===== config.mk =====
export PLATFORM = sky130hd
export DESIGN_NAME = mail_transfer_client_sequencer_unit
export DESIGN_NICKNAME = d
export VERILOG_FILES = /design/src/mtcs_pkg.sv /design/src/mtcs_core.sv /design/src/mail_transfer_client_sequencer_unit.sv
export VERILOG_INCLUDE_DIRS = /design/src /design/src/src
export SDC_FILE = /design/constraint.sdc
export NUM_CORES = 1
export LEC_CHECK = 0
export ABC_AREA = 1
export BUFFER_PORTS_ARGS = -buffer_cell sky130_fd_sc_hd__buf_2
export CAP_MARGIN = 30
export CELL_PAD_IN_SITES_DETAIL_PLACEMENT = 1
export CELL_PAD_IN_SITES_GLOBAL_PLACEMENT = 1
export CORE_ASPECT_RATIO = 1.2
export CORE_MARGIN = 2
export CORE_UTILIZATION = 35
export CTS_BUF_LIST = sky130_fd_sc_hd__clkbuf_16
export DETAILED_ROUTE_END_ITERATION = 8
export GPL_TIMING_DRIVEN = 0
export PLACE_DENSITY = 0.83
export SLEW_MARGIN = 10
export SYNTH_ARGS = -nofsm -noshare
export SYNTH_HDL_FRONTEND = slang
export SYNTH_SLANG_ARGS = --single-unit
export TNS_END_PERCENT = 20

===== constraint.sdc =====
create_clock -name clk -period 7.5 [get_ports clk]
set_input_delay 0.375 -clock clk [delete_from_list [all_inputs] [get_ports clk]]
set_output_delay 0.375 -clock clk [all_outputs]
set_load 0.01 [all_outputs]

===== src/mail_transfer_client_sequencer_unit_defines.svh =====
// ---------------------------------------------------------------------------
// Assertion macros for the mail transfer client sequencer
// Concurrent checks on the rising edge of clk, quiet while rst_n is low.
// ---------------------------------------------------------------------------
`ifndef MAIL_TRANSFER_CLIENT_SEQUENCER_UNIT_DEFINES_SVH
`define MAIL_TRANSFER_CLIENT_SEQUENCER_UNIT_DEFINES_SVH

`ifndef SYNTHESIS
// Same-cycle implication.
`define MTCS_ASSERT(label, ante, cons, msg) \
  label: assert property (@(posedge clk) disable iff (!rst_n) (ante) |-> (cons)) \
    else $error(msg);
// Next-cycle implication.
`define MTCS_ASSERT_NEXT(label, ante, cons, msg) \
  label: assert property (@(posedge clk) disable iff (!rst_n) (ante) |=> (cons)) \
    else $error(msg);
`else
`define MTCS_ASSERT(label, ante, cons, msg)
`define MTCS_ASSERT_NEXT(label, ante, cons, msg)
`endif

`endif


===== src/mtcs_pkg.sv =====
// ---------------------------------------------------------------------------
// Mail transfer client sequencer package
// Codes, session states and the structs shared by the sequencer modules.
// ---------------------------------------------------------------------------
package mtcs_pkg;

  typedef enum logic [3:0] {
    CMD_CONNECT   = 4'd0,
    CMD_LOGIN     = 4'd1,
    CMD_SEND_MAIL = 4'd2,
    CMD_QUIT      = 4'd3,
    CMD_RESET     = 4'd4,
    CMD_SOCK_UP   = 4'd5,
    CMD_SOCK_DOWN = 4'd6,
    CMD_REPLY     = 4'd7,
    CMD_ENCRYPTED = 4'd8
  } cmd_t;

  typedef enum logic [4:0] {
    ACT_NONE       = 5'd0,
    ACT_OPEN       = 5'd1,
    ACT_OPEN_ENC   = 5'd2,
    ACT_EHLO       = 5'd3,
    ACT_STARTTLS   = 5'd4,
    ACT_ENCRYPT    = 5'd5,
    ACT_AUTH_PLAIN = 5'd6,
    ACT_AUTH_LOGIN = 5'd7,
    ACT_USER       = 5'd8,
    ACT_PASS       = 5'd9,
    ACT_FROM       = 5'd10,
    ACT_RCPT       = 5'd11,
    ACT_DATA       = 5'd12,
    ACT_BODY_END   = 5'd13,
    ACT_QUIT       = 5'd14,
    ACT_RSET       = 5'd15,
    ACT_CLOSE      = 5'd16
  } act_t;

  typedef enum logic [2:0] {
    EV_NONE         = 3'd0,
    EV_READY        = 3'd1,
    EV_AUTHENTICATED = 3'd2,
    EV_MAIL_SENT    = 3'd3,
    EV_RESET_DONE   = 3'd4,
    EV_DISCONNECTED = 3'd5
  } evt_t;

  typedef enum logic [2:0] {
    ERR_NONE   = 3'd0,
    ERR_SERVER = 3'd1,
    ERR_CLIENT = 3'd2,
    ERR_AUTH   = 3'd3,
    ERR_MAIL   = 3'd4,
    ERR_SOCKET = 3'd5
  } err_t;

  // Session states, one-hot. Passing steps of the protocol have no state.
  typedef enum logic [18:0] {
    S_UNCONNECTED   = 19'h00001,
    S_CONNECTING    = 19'h00002,
    S_CONNECTED     = 19'h00004,
    S_READY         = 19'h00008,
    S_DISCONNECTING = 19'h00010,
    S_RESET         = 19'h00020,
    S_EHLO          = 19'h00040,
    S_TLS_START     = 19'h00080,
    S_TLS_ENCRYPT   = 19'h00100,
    S_TLS_EHLO      = 19'h00200,
    S_AUTH_PLAIN    = 19'h00400,
    S_AUTH_LOGIN    = 19'h00800,
    S_LOGIN_USER    = 19'h01000,
    S_LOGIN_PASS    = 19'h02000,
    S_MAIL_FROM     = 19'h04000,
    S_RCPT          = 19'h08000,
    S_DATA          = 19'h10000,
    S_SEND_DATA     = 19'h20000,
    S_QUITTING      = 19'h40000
  } state_t;

  // Register map: word index within the configuration window.
  localparam logic REG_LINK_MODE = 1'b0;
  localparam logic REG_AUTH_MODE = 1'b1;

  localparam logic [1:0] LINK_TLS      = 2'd1;
  localparam logic [1:0] LINK_STARTTLS = 2'd2;
  localparam logic       AUTH_TWO_STEP = 1'b1;

  // Server reply codes the session waits for.
  localparam logic [9:0] CODE_GREETING  = 10'd220;
  localparam logic [9:0] CODE_OK        = 10'd250;
  localparam logic [9:0] CODE_BYE       = 10'd221;
  localparam logic [9:0] CODE_AUTH_OK   = 10'd235;
  localparam logic [9:0] CODE_CHALLENGE = 10'd334;
  localparam logic [9:0] CODE_DATA_GO   = 10'd354;

  localparam logic [1:0] KIND_DONE = 2'd3;

  // Session context kept between requests.
  typedef struct packed {
    state_t          state;
    logic            ready;
    logic            auth;
    logic            sent;
    logic [1:0]      kind;
    logic [7:0]      pos;
    logic [2:0][7:0] sizes;
  } ctx_t;

  // One result.
  typedef struct packed {
    act_t       action;
    logic [1:0] rcpt_kind;
    logic [7:0] rcpt_index;
    evt_t       event_res;
    err_t       error;
    logic [4:0] state_code;
  } res_t;

  // Externally visible number of a session state.
  function automatic logic [4:0] state_code(state_t s);
    logic [4:0] c;
    unique case (s)
      S_UNCONNECTED:   c = 5'd0;
      S_CONNECTING:    c = 5'd1;
      S_CONNECTED:     c = 5'd2;
      S_READY:         c = 5'd3;
      S_DISCONNECTING: c = 5'd6;
      S_RESET:         c = 5'd7;
      S_EHLO:          c = 5'd8;
      S_TLS_START:     c = 5'd11;
      S_TLS_ENCRYPT:   c = 5'd12;
      S_TLS_EHLO:      c = 5'd13;
      S_AUTH_PLAIN:    c = 5'd15;
      S_AUTH_LOGIN:    c = 5'd16;
      S_LOGIN_USER:    c = 5'd17;
      S_LOGIN_PASS:    c = 5'd18;
      S_MAIL_FROM:     c = 5'd20;
      S_RCPT:          c = 5'd22;
      S_DATA:          c = 5'd23;
      S_SEND_DATA:     c = 5'd24;
      S_QUITTING:      c = 5'd26;
      default:         c = 5'd0;
    endcase
    return c;
  endfunction

endpackage


===== src/mtcs_core.sv =====
// ---------------------------------------------------------------------------
// Mail transfer client sequencer decision logic
// Computes the next session context and the result for one request.
// ---------------------------------------------------------------------------
module mtcs_core import mtcs_pkg::*; #(
  parameter logic [7:0] CNT_LIMIT = 8'd255
) (
  input  ctx_t       ctx,
  input  logic [1:0] link_mode,
  input  logic       auth_mode,
  input  logic [3:0] command,
  input  logic [9:0] reply_code,
  input  logic [7:0] to_count,
  input  logic [7:0] cc_count,
  input  logic [7:0] bcc_count,
  input  logic       sock_failed,
  output ctx_t       ctx_nxt,
  output res_t       res
);

  typedef struct packed {
    logic       hit;
    logic [1:0] kind;
    logic [7:0] index;
    logic [1:0] next_kind;
    logic [7:0] next_pos;
  } rstep_t;

  // Finds the next recipient at or after (kind, pos), skipping empty lists.
  function automatic rstep_t next_rcpt(logic [1:0] kind, logic [7:0] pos,
                                       logic [2:0][7:0] sizes);
    rstep_t     r;
    logic [7:0] p;
    r = '0;
    r.next_kind = KIND_DONE;
    for (int j = 0; j < 3; j++) begin
      p = (int'(kind) == j) ? pos : 8'd0;
      if (!r.hit && (int'(kind) <= j) && (p < sizes[j])) begin
        r.hit       = 1'b1;
        r.kind      = 2'(j);
        r.index     = p;
        r.next_kind = 2'(j);
        r.next_pos  = 8'(p + 8'd1);
      end
    end
    return r;
  endfunction

  function automatic logic [7:0] clamp(logic [7:0] c);
    return (c > CNT_LIMIT) ? CNT_LIMIT : c;
  endfunction

  rstep_t rstep;
  logic   cls_server;
  logic   cls_client;

  // A new mail starts the recipient walk from the first list.
  assign rstep = (ctx.state == S_MAIL_FROM) ? next_rcpt(2'd0, 8'd0, ctx.sizes)
                                            : next_rcpt(ctx.kind, ctx.pos, ctx.sizes);
  assign cls_server = (reply_code >= 10'd400) && (reply_code <= 10'd499);
  assign cls_client = (reply_code >= 10'd500) && (reply_code <= 10'd599);

  always_comb begin
    ctx_nxt = ctx;
    res     = '0;
    if (sock_failed) begin
      res.error = ERR_SOCKET;
    end else begin
      unique case (command)
        CMD_CONNECT: begin
          if (ctx.state == S_UNCONNECTED) begin
            ctx_nxt.state = S_CONNECTING;
            res.action    = (link_mode == LINK_TLS) ? ACT_OPEN_ENC : ACT_OPEN;
          end
        end
        CMD_LOGIN: begin
          if (ctx.ready && !ctx.auth) begin
            if (auth_mode == AUTH_TWO_STEP) begin
              ctx_nxt.state = S_AUTH_LOGIN;
              res.action    = ACT_AUTH_LOGIN;
            end else begin
              ctx_nxt.state = S_AUTH_PLAIN;
              res.action    = ACT_AUTH_PLAIN;
            end
          end
        end
        CMD_SEND_MAIL: begin
          if (ctx.ready) begin
            ctx_nxt.sent     = 1'b0;
            ctx_nxt.kind     = 2'd0;
            ctx_nxt.pos      = 8'd0;
            ctx_nxt.sizes[0] = clamp(to_count);
            ctx_nxt.sizes[1] = clamp(cc_count);
            ctx_nxt.sizes[2] = clamp(bcc_count);
            ctx_nxt.state    = S_MAIL_FROM;
            res.action       = ACT_FROM;
          end
        end
        CMD_QUIT: begin
          ctx_nxt.state = S_QUITTING;
          res.action    = ACT_QUIT;
        end
        CMD_RESET: begin
          if (ctx.ready) begin
            ctx_nxt.state = S_RESET;
            res.action    = ACT_RSET;
          end
        end
        CMD_SOCK_UP: begin
          ctx_nxt.state = S_CONNECTED;
        end
        CMD_SOCK_DOWN: begin
          ctx_nxt.state = S_UNCONNECTED;
          ctx_nxt.ready = 1'b0;
          ctx_nxt.auth  = 1'b0;
          res.event_res = EV_DISCONNECTED;
        end
        CMD_ENCRYPTED: begin
          if (ctx.state == S_TLS_ENCRYPT) begin
            ctx_nxt.state = S_TLS_EHLO;
            res.action    = ACT_EHLO;
          end
        end
        CMD_REPLY: begin
          priority if (cls_server) begin
            res.error = ERR_SERVER;
          end else if (cls_client) begin
            res.error = ERR_CLIENT;
          end else begin
            unique case (ctx.state)
              S_CONNECTED: begin
                if (reply_code != CODE_GREETING) res.error = ERR_SERVER;
                else begin
                  ctx_nxt.state = S_EHLO;
                  res.action    = ACT_EHLO;
                end
              end
              S_RESET: begin
                if (reply_code != CODE_OK) res.error = ERR_SERVER;
                else begin
                  ctx_nxt.state = S_READY;
                  res.event_res = EV_RESET_DONE;
                end
              end
              S_EHLO: begin
                if (reply_code != CODE_OK) res.error = ERR_SERVER;
                else if (link_mode == LINK_STARTTLS) begin
                  ctx_nxt.state = S_TLS_START;
                  res.action    = ACT_STARTTLS;
                end else begin
                  ctx_nxt.state = S_READY;
                  ctx_nxt.ready = 1'b1;
                  res.event_res = EV_READY;
                end
              end
              S_QUITTING: begin
                if (reply_code != CODE_BYE) res.error = ERR_CLIENT;
                else begin
                  ctx_nxt.state = S_DISCONNECTING;
                  ctx_nxt.ready = 1'b0;
                  res.action    = ACT_CLOSE;
                end
              end
              S_TLS_START: begin
                if (reply_code != CODE_GREETING) res.error = ERR_SERVER;
                else begin
                  ctx_nxt.state = S_TLS_ENCRYPT;
                  res.action    = ACT_ENCRYPT;
                end
              end
              S_TLS_EHLO: begin
                if (reply_code != CODE_OK) res.error = ERR_SERVER;
                else begin
                  ctx_nxt.state = S_READY;
                  ctx_nxt.ready = 1'b1;
                  res.event_res = EV_READY;
                end
              end
              S_AUTH_PLAIN, S_LOGIN_PASS: begin
                if (reply_code != CODE_AUTH_OK) res.error = ERR_AUTH;
                else begin
                  ctx_nxt.state = S_READY;
                  ctx_nxt.auth  = 1'b1;
                  res.event_res = EV_AUTHENTICATED;
                end
              end
              S_AUTH_LOGIN: begin
                if (reply_code != CODE_CHALLENGE) res.error = ERR_AUTH;
                else begin
                  ctx_nxt.state = S_LOGIN_USER;
                  res.action    = ACT_USER;
                end
              end
              S_LOGIN_USER: begin
                if (reply_code != CODE_CHALLENGE) res.error = ERR_AUTH;
                else begin
                  ctx_nxt.state = S_LOGIN_PASS;
                  res.action    = ACT_PASS;
                end
              end
              S_MAIL_FROM, S_RCPT: begin
                if (reply_code != CODE_OK) res.error = ERR_MAIL;
                else begin
                  ctx_nxt.kind = rstep.next_kind;
                  ctx_nxt.pos  = rstep.next_pos;
                  if (rstep.hit) begin
                    ctx_nxt.state  = S_RCPT;
                    res.action     = ACT_RCPT;
                    res.rcpt_kind  = rstep.kind;
                    res.rcpt_index = rstep.index;
                  end else begin
                    ctx_nxt.state = S_DATA;
                    res.action    = ACT_DATA;
                  end
                end
              end
              S_DATA: begin
                if (reply_code != CODE_DATA_GO) res.error = ERR_MAIL;
                else begin
                  ctx_nxt.state = S_SEND_DATA;
                  res.action    = ACT_BODY_END;
                end
              end
              S_SEND_DATA: begin
                if (reply_code != CODE_OK) res.error = ERR_MAIL;
                else begin
                  ctx_nxt.state = S_READY;
                  ctx_nxt.sent  = 1'b1;
                  res.event_res = EV_MAIL_SENT;
                end
              end
              default: ;
            endcase
          end
        end
        default: ;
      endcase
    end
    res.state_code = state_code(ctx_nxt.state);
  end

endmodule


===== src/mail_transfer_client_sequencer_unit.sv =====
// ---------------------------------------------------------------------------
// Mail transfer client sequencer
// Session control for the client side of a mail transfer exchange.
// ---------------------------------------------------------------------------
// Each request on the in_ channel carries one event: a user command, a socket
// notice or a parsed three-digit server reply. For every request the block
// returns exactly one result on the out_ channel: the action to perform, the
// recipient position for a recipient action, a completion event, an error
// code and the session state after the event.
// A request is taken into the input register at the edge where in_valid is
// high and in_stall is low. The decision logic resolves it against the session
// context and loads the result register when that register is free or being
// emptied; the result then shows on out_valid. One request per cycle is
// sustained while out_stall is low; the rate is set by the session context
// register, which is read and written once per request. When out_stall holds
// the result register, one further request can still be taken into the input
// register; only then does in_stall rise. Synchronous reset (rst_n low)
// empties both registers, returns the session to the unconnected state and
// clears the link and login mode registers. link_mode (offset 0x0) and
// auth_mode (offset 0x4) are written over the APB port; the user must write
// them only while idle (the block does not enforce it); pready is always high.
`include "mail_transfer_client_sequencer_unit_defines.svh"

module mail_transfer_client_sequencer_unit import mtcs_pkg::*; #(
  parameter int RECIPIENT_COUNT_MAX = 255
) (
  input  logic        clk,
  input  logic        rst_n,
  // Request channel
  input  logic        in_valid,
  output logic        in_stall,
  input  logic [3:0]  in_command,
  input  logic [9:0]  in_reply_code,
  input  logic [7:0]  in_to_count,
  input  logic [7:0]  in_cc_count,
  input  logic [7:0]  in_bcc_count,
  input  logic        in_sock_failed,
  // Result channel
  output logic        out_valid,
  input  logic        out_stall,
  output logic [4:0]  out_action,
  output logic [1:0]  out_rcpt_kind,
  output logic [7:0]  out_rcpt_index,
  output logic [2:0]  out_event_res,
  output logic [2:0]  out_error,
  output logic [4:0]  out_session_state,
  // Configuration port
  input  logic        psel,
  input  logic        penable,
  input  logic        pwrite,
  input  logic [2:0]  paddr,
  input  logic [31:0] pwdata,
  output logic [31:0] prdata,
  output logic        pready
);

  // Counts are 8 bits wide, so a limit above 255 never clips.
  localparam logic [7:0] CNT_LIMIT =
    (RECIPIENT_COUNT_MAX > 255) ? 8'd255 : 8'(RECIPIENT_COUNT_MAX);

  // Configuration registers.
  logic [1:0] link_mode_r, link_mode_nxt;
  logic       auth_mode_r, auth_mode_nxt;
  logic       cfg_wr;

  // Input register.
  logic       in_vld_r, in_vld_nxt;
  logic [3:0] cmd_r;
  logic [9:0] code_r;
  logic [7:0] to_r, cc_r, bcc_r;
  logic       fail_r;
  logic       in_take;

  // Session context and result register.
  ctx_t ctx_r, ctx_nxt;
  res_t res_calc;
  res_t out_res_r;
  logic out_vld_r, out_vld_nxt;
  logic advance;

  // ---- Configuration port -------------------------------------------------
  assign pready = 1'b1;
  assign cfg_wr = psel & penable & pwrite;

  always_comb begin
    link_mode_nxt = link_mode_r;
    auth_mode_nxt = auth_mode_r;
    if (cfg_wr) begin
      unique case (paddr[2])
        REG_LINK_MODE: link_mode_nxt = pwdata[1:0];
        REG_AUTH_MODE: auth_mode_nxt = pwdata[0];
        default: ;
      endcase
    end
  end

  always_comb begin
    unique case (paddr[2])
      REG_LINK_MODE: prdata = {30'd0, link_mode_r};
      REG_AUTH_MODE: prdata = {31'd0, auth_mode_r};
      default:       prdata = 32'd0;
    endcase
  end

  always_ff @(posedge clk) begin
    if (!rst_n) begin
      link_mode_r <= 2'd0;
      auth_mode_r <= 1'b0;
    end else begin
      link_mode_r <= link_mode_nxt;
      auth_mode_r <= auth_mode_nxt;
    end
  end

  // ---- Flow control -------------------------------------------------------
  // The held request moves on whenever the result register is free or
  // being emptied this cycle.
  assign advance     = in_vld_r & (~out_vld_r | ~out_stall);
  assign in_stall    = in_vld_r & ~advance;
  assign in_take     = in_valid & ~in_stall;
  assign in_vld_nxt  = in_take | (in_vld_r & ~advance);
  assign out_vld_nxt = advance | (out_vld_r & out_stall);

  always_ff @(posedge clk) begin
    if (!rst_n) begin
      in_vld_r  <= 1'b0;
      out_vld_r <= 1'b0;
    end else begin
      in_vld_r  <= in_vld_nxt;
      out_vld_r <= out_vld_nxt;
    end
  end

  always_ff @(posedge clk) begin
    if (in_take) begin
      cmd_r  <= in_command;
      code_r <= in_reply_code;
      to_r   <= in_to_count;
      cc_r   <= in_cc_count;
      bcc_r  <= in_bcc_count;
      fail_r <= in_sock_failed;
    end
  end

  // ---- Decision logic -----------------------------------------------------
  mtcs_core #(
    .CNT_LIMIT (CNT_LIMIT)
  ) u_core (
    .ctx         (ctx_r),
    .link_mode   (link_mode_r),
    .auth_mode   (auth_mode_r),
    .command     (cmd_r),
    .reply_code  (code_r),
    .to_count    (to_r),
    .cc_count    (cc_r),
    .bcc_count   (bcc_r),
    .sock_failed (fail_r),
    .ctx_nxt     (ctx_nxt),
    .res         (res_calc)
  );

  // The context only moves together with the result register, so a result
  // waiting under stall always matches the context it left behind.
  always_ff @(posedge clk) begin
    if (!rst_n) begin
      ctx_r.state <= S_UNCONNECTED;
      ctx_r.ready <= 1'b0;
      ctx_r.auth  <= 1'b0;
      ctx_r.sent  <= 1'b0;
      ctx_r.kind  <= 2'd0;
      ctx_r.pos   <= 8'd0;
      ctx_r.sizes <= '0;
    end else if (advance) begin
      ctx_r <= ctx_nxt;
    end
  end

  always_ff @(posedge clk) begin
    if (advance) begin
      out_res_r <= res_calc;
    end
  end

  assign out_valid         = out_vld_r;
  assign out_action        = out_res_r.action;
  assign out_rcpt_kind     = out_res_r.rcpt_kind;
  assign out_rcpt_index    = out_res_r.rcpt_index;
  assign out_event_res     = out_res_r.event_res;
  assign out_error         = out_res_r.error;
  assign out_session_state = out_res_r.state_code;

  // ---- Checks -------------------------------------------------------------
  `MTCS_ASSERT(a_state_onehot, 1'b1, $onehot(ctx_r.state), "session state not one-hot")
  `MTCS_ASSERT(a_err_quiet, out_vld_r && (out_res_r.error != ERR_NONE), (out_res_r.action == ACT_NONE) && (out_res_r.event_res == EV_NONE), "error result carries an action or event")
  `MTCS_ASSERT(a_rcpt_state, out_vld_r && (out_res_r.action == ACT_RCPT), ctx_r.state == S_RCPT, "recipient action outside recipient state")
  `MTCS_ASSERT(a_walk_done, ctx_r.kind == KIND_DONE, ctx_r.pos == 8'd0, "finished recipient walk keeps a position")
  `MTCS_ASSERT(a_ready_flag, out_vld_r && (out_res_r.event_res == EV_READY), ctx_r.ready, "ready event without ready flag")

endmodule


Yosys cells after proc, flatten, opt, wreduce, memory -nomap -nowiden

Cells that the tools add are included.

Add/sub/neg operators: 3
Magnitude comparators: 16
Equality and inequality tests: 65
Multiplexer cells: 93
Bitwise logic cells: 18
Reduce and logical (&&, ||, !) cells: 35

Operator list:

| kind                 | count |
|---|---|
| $mux 19              | 13 |
| $pmux 19 s11         | 1 |
| $pmux 19 s9          | 1 |
| $mux 21              | 7 |
| $pmux 5 s18          | 1 |
| $mux 32              | 2 |
| $pmux 32 s2          | 1 |
| $mux 20              | 3 |
| $mux 56              | 1 |
| $mux 8               | 7 |
| $mux 10              | 4 |
| $ne 10x8->1 const B  | 4 |
| $pmux 5 s8           | 1 |
| $eq 19x10->1 const B | 2 |
| $eq 19x11->1 const B | 2 |
| $eq 19x12->1 const B | 2 |
| $eq 19x13->1 const B | 2 |
| $eq 19x14->1 const B | 2 |
| $eq 19x15->1 const B | 2 |
| $eq 19x16->1 const B | 2 |
| $eq 19x17->1 const B | 2 |
| $eq 19x18->1 const B | 2 |
| $eq 19x19->1 const B | 2 |
| $eq 19x3->1 const B  | 2 |
| other kinds (62)     | 162 |

Bits in registers: 126
Input port bits: 81
Output and inout port bits: 61
Word-level logic and storage cells: 256

Longest topological paths before layout

Depth after elaboration: 23
Gate-level depth with buffers: 27
Mapped depth without buffers: 27

Hierarchy

A second synthesis with hierarchy kept.

Cell total of the unflattened synthesis: 1417
Area, all modules: 9700.6 µm²

By module, submodules not included:

| module                              | instances | cells an instance | area an instance (µm²) | seq. area each (µm²) |
|---|---|---|---|---|
| mtcs_core                           | 1         | 1037              | 5271.3                 | 0.0 |
| mail_transfer_client_sequencer_unit | 1         | 380               | 4429.2                 | 3173.0 |

Worst setup path before layout

No wires, ideal clock.

Path type: input to register
Start point: input port out_stall
End point: register ctx_r[25] in the netlist's numbering
Arrival time: 3034 ps
Required time: 7430 ps
Path slack: 4396 ps
Cell stages on the path: 11
Path buffers: 0
Cells stage by stage: nand2_1 -> inv_1 -> nor2_1 -> inv_1 -> nor2_1 -> nand2_1 -> inv_1 -> nand3_1 -> nor2_1 -> o211ai_1 -> a21oi_1

Longest elaborated chain between the ends: 4

RTL lines:

| element                           | RTL line                                   | text |
|---|---|---|
| from (decl)                       | mail_transfer_client_sequencer_unit.sv:40  | `input logic out_stall,` |
| $not 1->1                         | mail_transfer_client_sequencer_unit.sv:118 | `assign advance = in_vld_r & (~out_vld_r \| ~out_stall);` |
| $or 1x1->1                        | mail_transfer_client_sequencer_unit.sv:118 |  |
| $and 1x1->1                       | mail_transfer_client_sequencer_unit.sv:118 |  |
| via advance                       | mail_transfer_client_sequencer_unit.sv:79  | `logic advance;` |
| $reduce_and 8->1 (no source line) | n/a                                        |  |
| to (signal assigned)              | mail_transfer_client_sequencer_unit.sv:174 | `ctx_r <= ctx_nxt;` |
| to (decl)                         | mail_transfer_client_sequencer_unit.sv:75  | `ctx_t ctx_r, ctx_nxt;` |

The timed path passes the listed nets, and every way through them passes these cells.
A chain may end at the register's enable or synchronous reset.

==> impl_metrics.csv <==
group,metric,value,unit
floorplan,fp.dieH,178,um
timing,grt_setup_unrepaired,"no",
route,route.vias.total,9026,
timing,setup_viol,0,
logic_synthesis,synth_area,8830,sq um
logic_synthesis,synth_top_cell_by_area,"edfxtp_1",
global_routing,first_global_vias,9442,
clock_network,clock_sinks,125,
route,drt_iter0_markers,484,
global_routing,grt_usage,0.247,
timing,finalMaxSlewViolations,0,
logic_synthesis,yosysSeqAreaShare,0.357,
placement,place_congestion,0.958,
floorplan,rows,63,
worst_setup_path,slowest_stage,"dfxtp_1",
clock_network,path_clk_slew,60,ps
route,vias_per_cell,5.23,
placement,dpl.cell_count,1693,
timing,hold_viol_final,0,
timing,setup_ws,3490,ps
worst_setup_path,worstReg2RegStart,"ctx_r[32]",
power_and_ir_drop,p_per_area,185,nW/um^2
timing,fmax,0.249,GHz
worst_setup_path,reg2regPathDepth,22,
worst_setup_path,cp_common_cell,"nand2_1",
clock_network,cts_tree,"done",
worst_setup_path,crit_chain,"inv_1 -> nor2_1 -> clkinv_1 -> nor2_1 -> ha_1 -> a21oi_1 -> o21ai_0 -> nor2_1 -> nand2_1 -> nand2_1 -> nor2_1 -> nand2_1 -> nand2_1 -> nor2_1 -> nand3_1 -> nand2_1 -> nor2_4 -> nand2_4 -> nor2_4 -> nand2_1 -> nand2_1 -> nand3b_1",
timing,finalClockSkew,15.1,ps
min_path,min_path_type,"input port to flop",
floorplan,ios,142,
logic_synthesis,synth_cell_types,59,
worst_setup_path,cp_data_required_time,7670,ps
clock_network,cts_hold_buf,0,
timing,relSlewSlack,0.421,
worst_setup_path,crit_family,"simple AND/OR/NAND/NOR gates",
logic_synthesis,syn_inst,1259,
route,wl_per_cell,18.6,um
worst_setup_path,cp-start-kind,"flop",
logic_synthesis,synth_commonest_cells,"nand2_1 (252), inv_1 (170), nor2_1 (165)",
power_and_ir_drop,leakage,0.00468,uW
logic_synthesis,ys_warn_count,0,
placement,io_buffers,78,
finish,final_nets,1493,
power_and_ir_drop,peakVddDrop,0.000152,V
floorplan,initial_core_util,0.357,
placement,place_ws,3610,ps
logic_synthesis,ys.flop_type,"edfxtp_1",
logic_synthesis,synth_seq_cells,125,
placement,dpl.hpwl,25.4,mm
floorplan,die_w,149,um
placement,post_dp_cell_area,9780,sq um
finish,n_antenna_cell,0,
timing,timing.hold.ws,113,ps
worst_setup_path,worst-path-stages,22,
clock_network,cts_buffers,17,
floorplan,coreArea,24800,sq um
route,ant_nets,0,
global_routing,grt_max_degree,35,
worst_setup_path,cp_num_buf_inv,2,
finish,fillCellCount,3239,
worst_setup_path,max_stage_delay,480,ps
clock_network,htreeDepth,4,
min_path,min_from,"in_cc_count[1]",
finish,drive_gt1_frac,0.163,
worst_setup_path,cp_data_arrival_time,4180,ps
clock_network,cts_setup_buffers,0,
global_routing,antenna_found_initial,1,
logic_synthesis,synth_top_area_frac,0.221,
outcome,status,"finished clean",
timing,max_slew.worst_pin.slew,869,ps
finish,stdcell_area,10400,sq um
timing,post-route-period-util,0.535,
route,drc_errors,0,
timing,setup_tns,0,ps
clock_network,cts_resized,0,
clock_network,cts-root-buf,"clkbuf_16",
logic_synthesis,netlist_top_cells_area,"edfxtp_1 (22%), dfxtp_1 (14%), nand2_1 (11%), inv_1 (7.2%), nor2_1 (7.0%)",
min_path,min_delay_path_depth,1,
logic_synthesis,synth_most_common_cell,"nand2_1",
worst_setup_path,crit_fanout,10,
finish,area.sequential,3150,sq um
finish,stdcell_count,1726,
logic_synthesis,synth_enable_flop_cells,65,
finish,area_growth,17.9,%
logic_synthesis,async_flop_share,0,
floorplan,die_area,26500,sq um
worst_setup_path,critPathKind,"flop to flop",
clock_network,clk_latency,440,ps
global_routing,grt_pass1_wl,50.1,mm
timing,period_needed,4010,ps
worst_setup_path,cp-startpoint,"ctx_r[32]",
logic_synthesis,syn_area_per_cell,7.01,sq um
run,max_cap_viol_count,0,
clock_network,clock_path_buffers,2,
worst_setup_path,end_kind,"flop",
route,firstDrtPassIters,5,
global_routing,grt_overflow,0,
finish,multi_input_area,4720,sq um
route,routed_wl,32.1,mm
==> layout make-up <==
type                            count  area share
Sequential cell                   125       0.303
Tap cell                          325      0.0391
Timing Repair Buffer               81      0.0421
Inverter                          187      0.0674
Multi-Input combinational cell    918       0.453
Clock inverter                     12      0.0115
Buffer                             58      0.0356
Clock buffer                       20      0.0481
==> stage by stage <==
stage          total power [uW]   util
3_5_place_dp               1070  0.395
3_3_place_gp               1060  0.393
2_1_floorplan               979      -
5_1_grt                    2000  0.421
4_1_cts                    1940  0.420
6_report                   1930  0.421
==> layout by cell type (no fill, tap or decap), types with 5 or more instances in the layout <==
cell	netlist	layout
a21oi_1	89	89
a22oi_1	8	8
a31oi_1	7	7
buf_2	2	80
buf_4	32	33
clkbuf_1	18	18
clkbuf_16	0	20
conb_1	2	31
dfxtp_1	60	60
edfxtp_1	65	65
ha_1	24	24
inv_1	170	169
inv_2	15	16
nand2_1	252	252
nand2_2	11	11
nand2_4	5	5
nand3_1	92	92
nand3_2	8	8
nand4_1	22	22
nor2_1	165	164
nor2_2	11	11
nor2_4	10	11
nor3_1	21	21
nor4_1	13	13
o211ai_1	12	12
o21ai_0	71	71
o21ai_1	7	7
o221ai_1	5	5
xor2_1	6	6
==> logic make-up (layout without fill, tap and decap cells) <==
group,count (synthesis),in the layout,share of synthesized area
xor+xnor,10,10,0.00992
compound gates,227,227,0.149
simple gates,626,626,0.327
buf+inv,245,358,0.121
fa+ha+maj,24,24,0.0340
flops,125,125,0.357
other cells,2,31,0.000850
==> routing by layer <==
layer | global-route usage | wire length, um
met5 | 0 | 0
met4 | 0.133 | 1610
met3 | 0.0358 | 1240
met2 | 0.455 | 16600
met1 | 0.272 | 12600
==> registers in the layout, summed over array words and instances (netlist names) <==
name / cells
out_error: 3
out_action: 5
bcc_r: 8
in_vld_r: 1
code_r: 10
out_valid: 1
auth_mode_r: 1
fail_r: 1
out_session_state: 5
cc_r: 8
to_r: 8
out_event_res: 3
out_rcpt_index: 8
cmd_r: 4
link_mode_r: 2
ctx_r: 55
out_rcpt_kind: 2
==> where the power goes <==
group | leakage [uW] | total [uW] | switching, uW | internal [uW]
Clock | 0.000299 | 868 | 347 | 521
Sequential | 0.00113 | 768 | 20.8 | 748
Combinational | 0.00325 | 293 | 201 | 91.5
==> final timing paths <==
check / slack, ps / endpoint
max: 3490 / out_session_state[3]
min: 110 / cc_r[1]
max reg2reg: 3490 / out_session_state[3]
min reg2reg: 470 / ctx_r[35]
No activity file was read; power rests on OpenSTA's default activity.
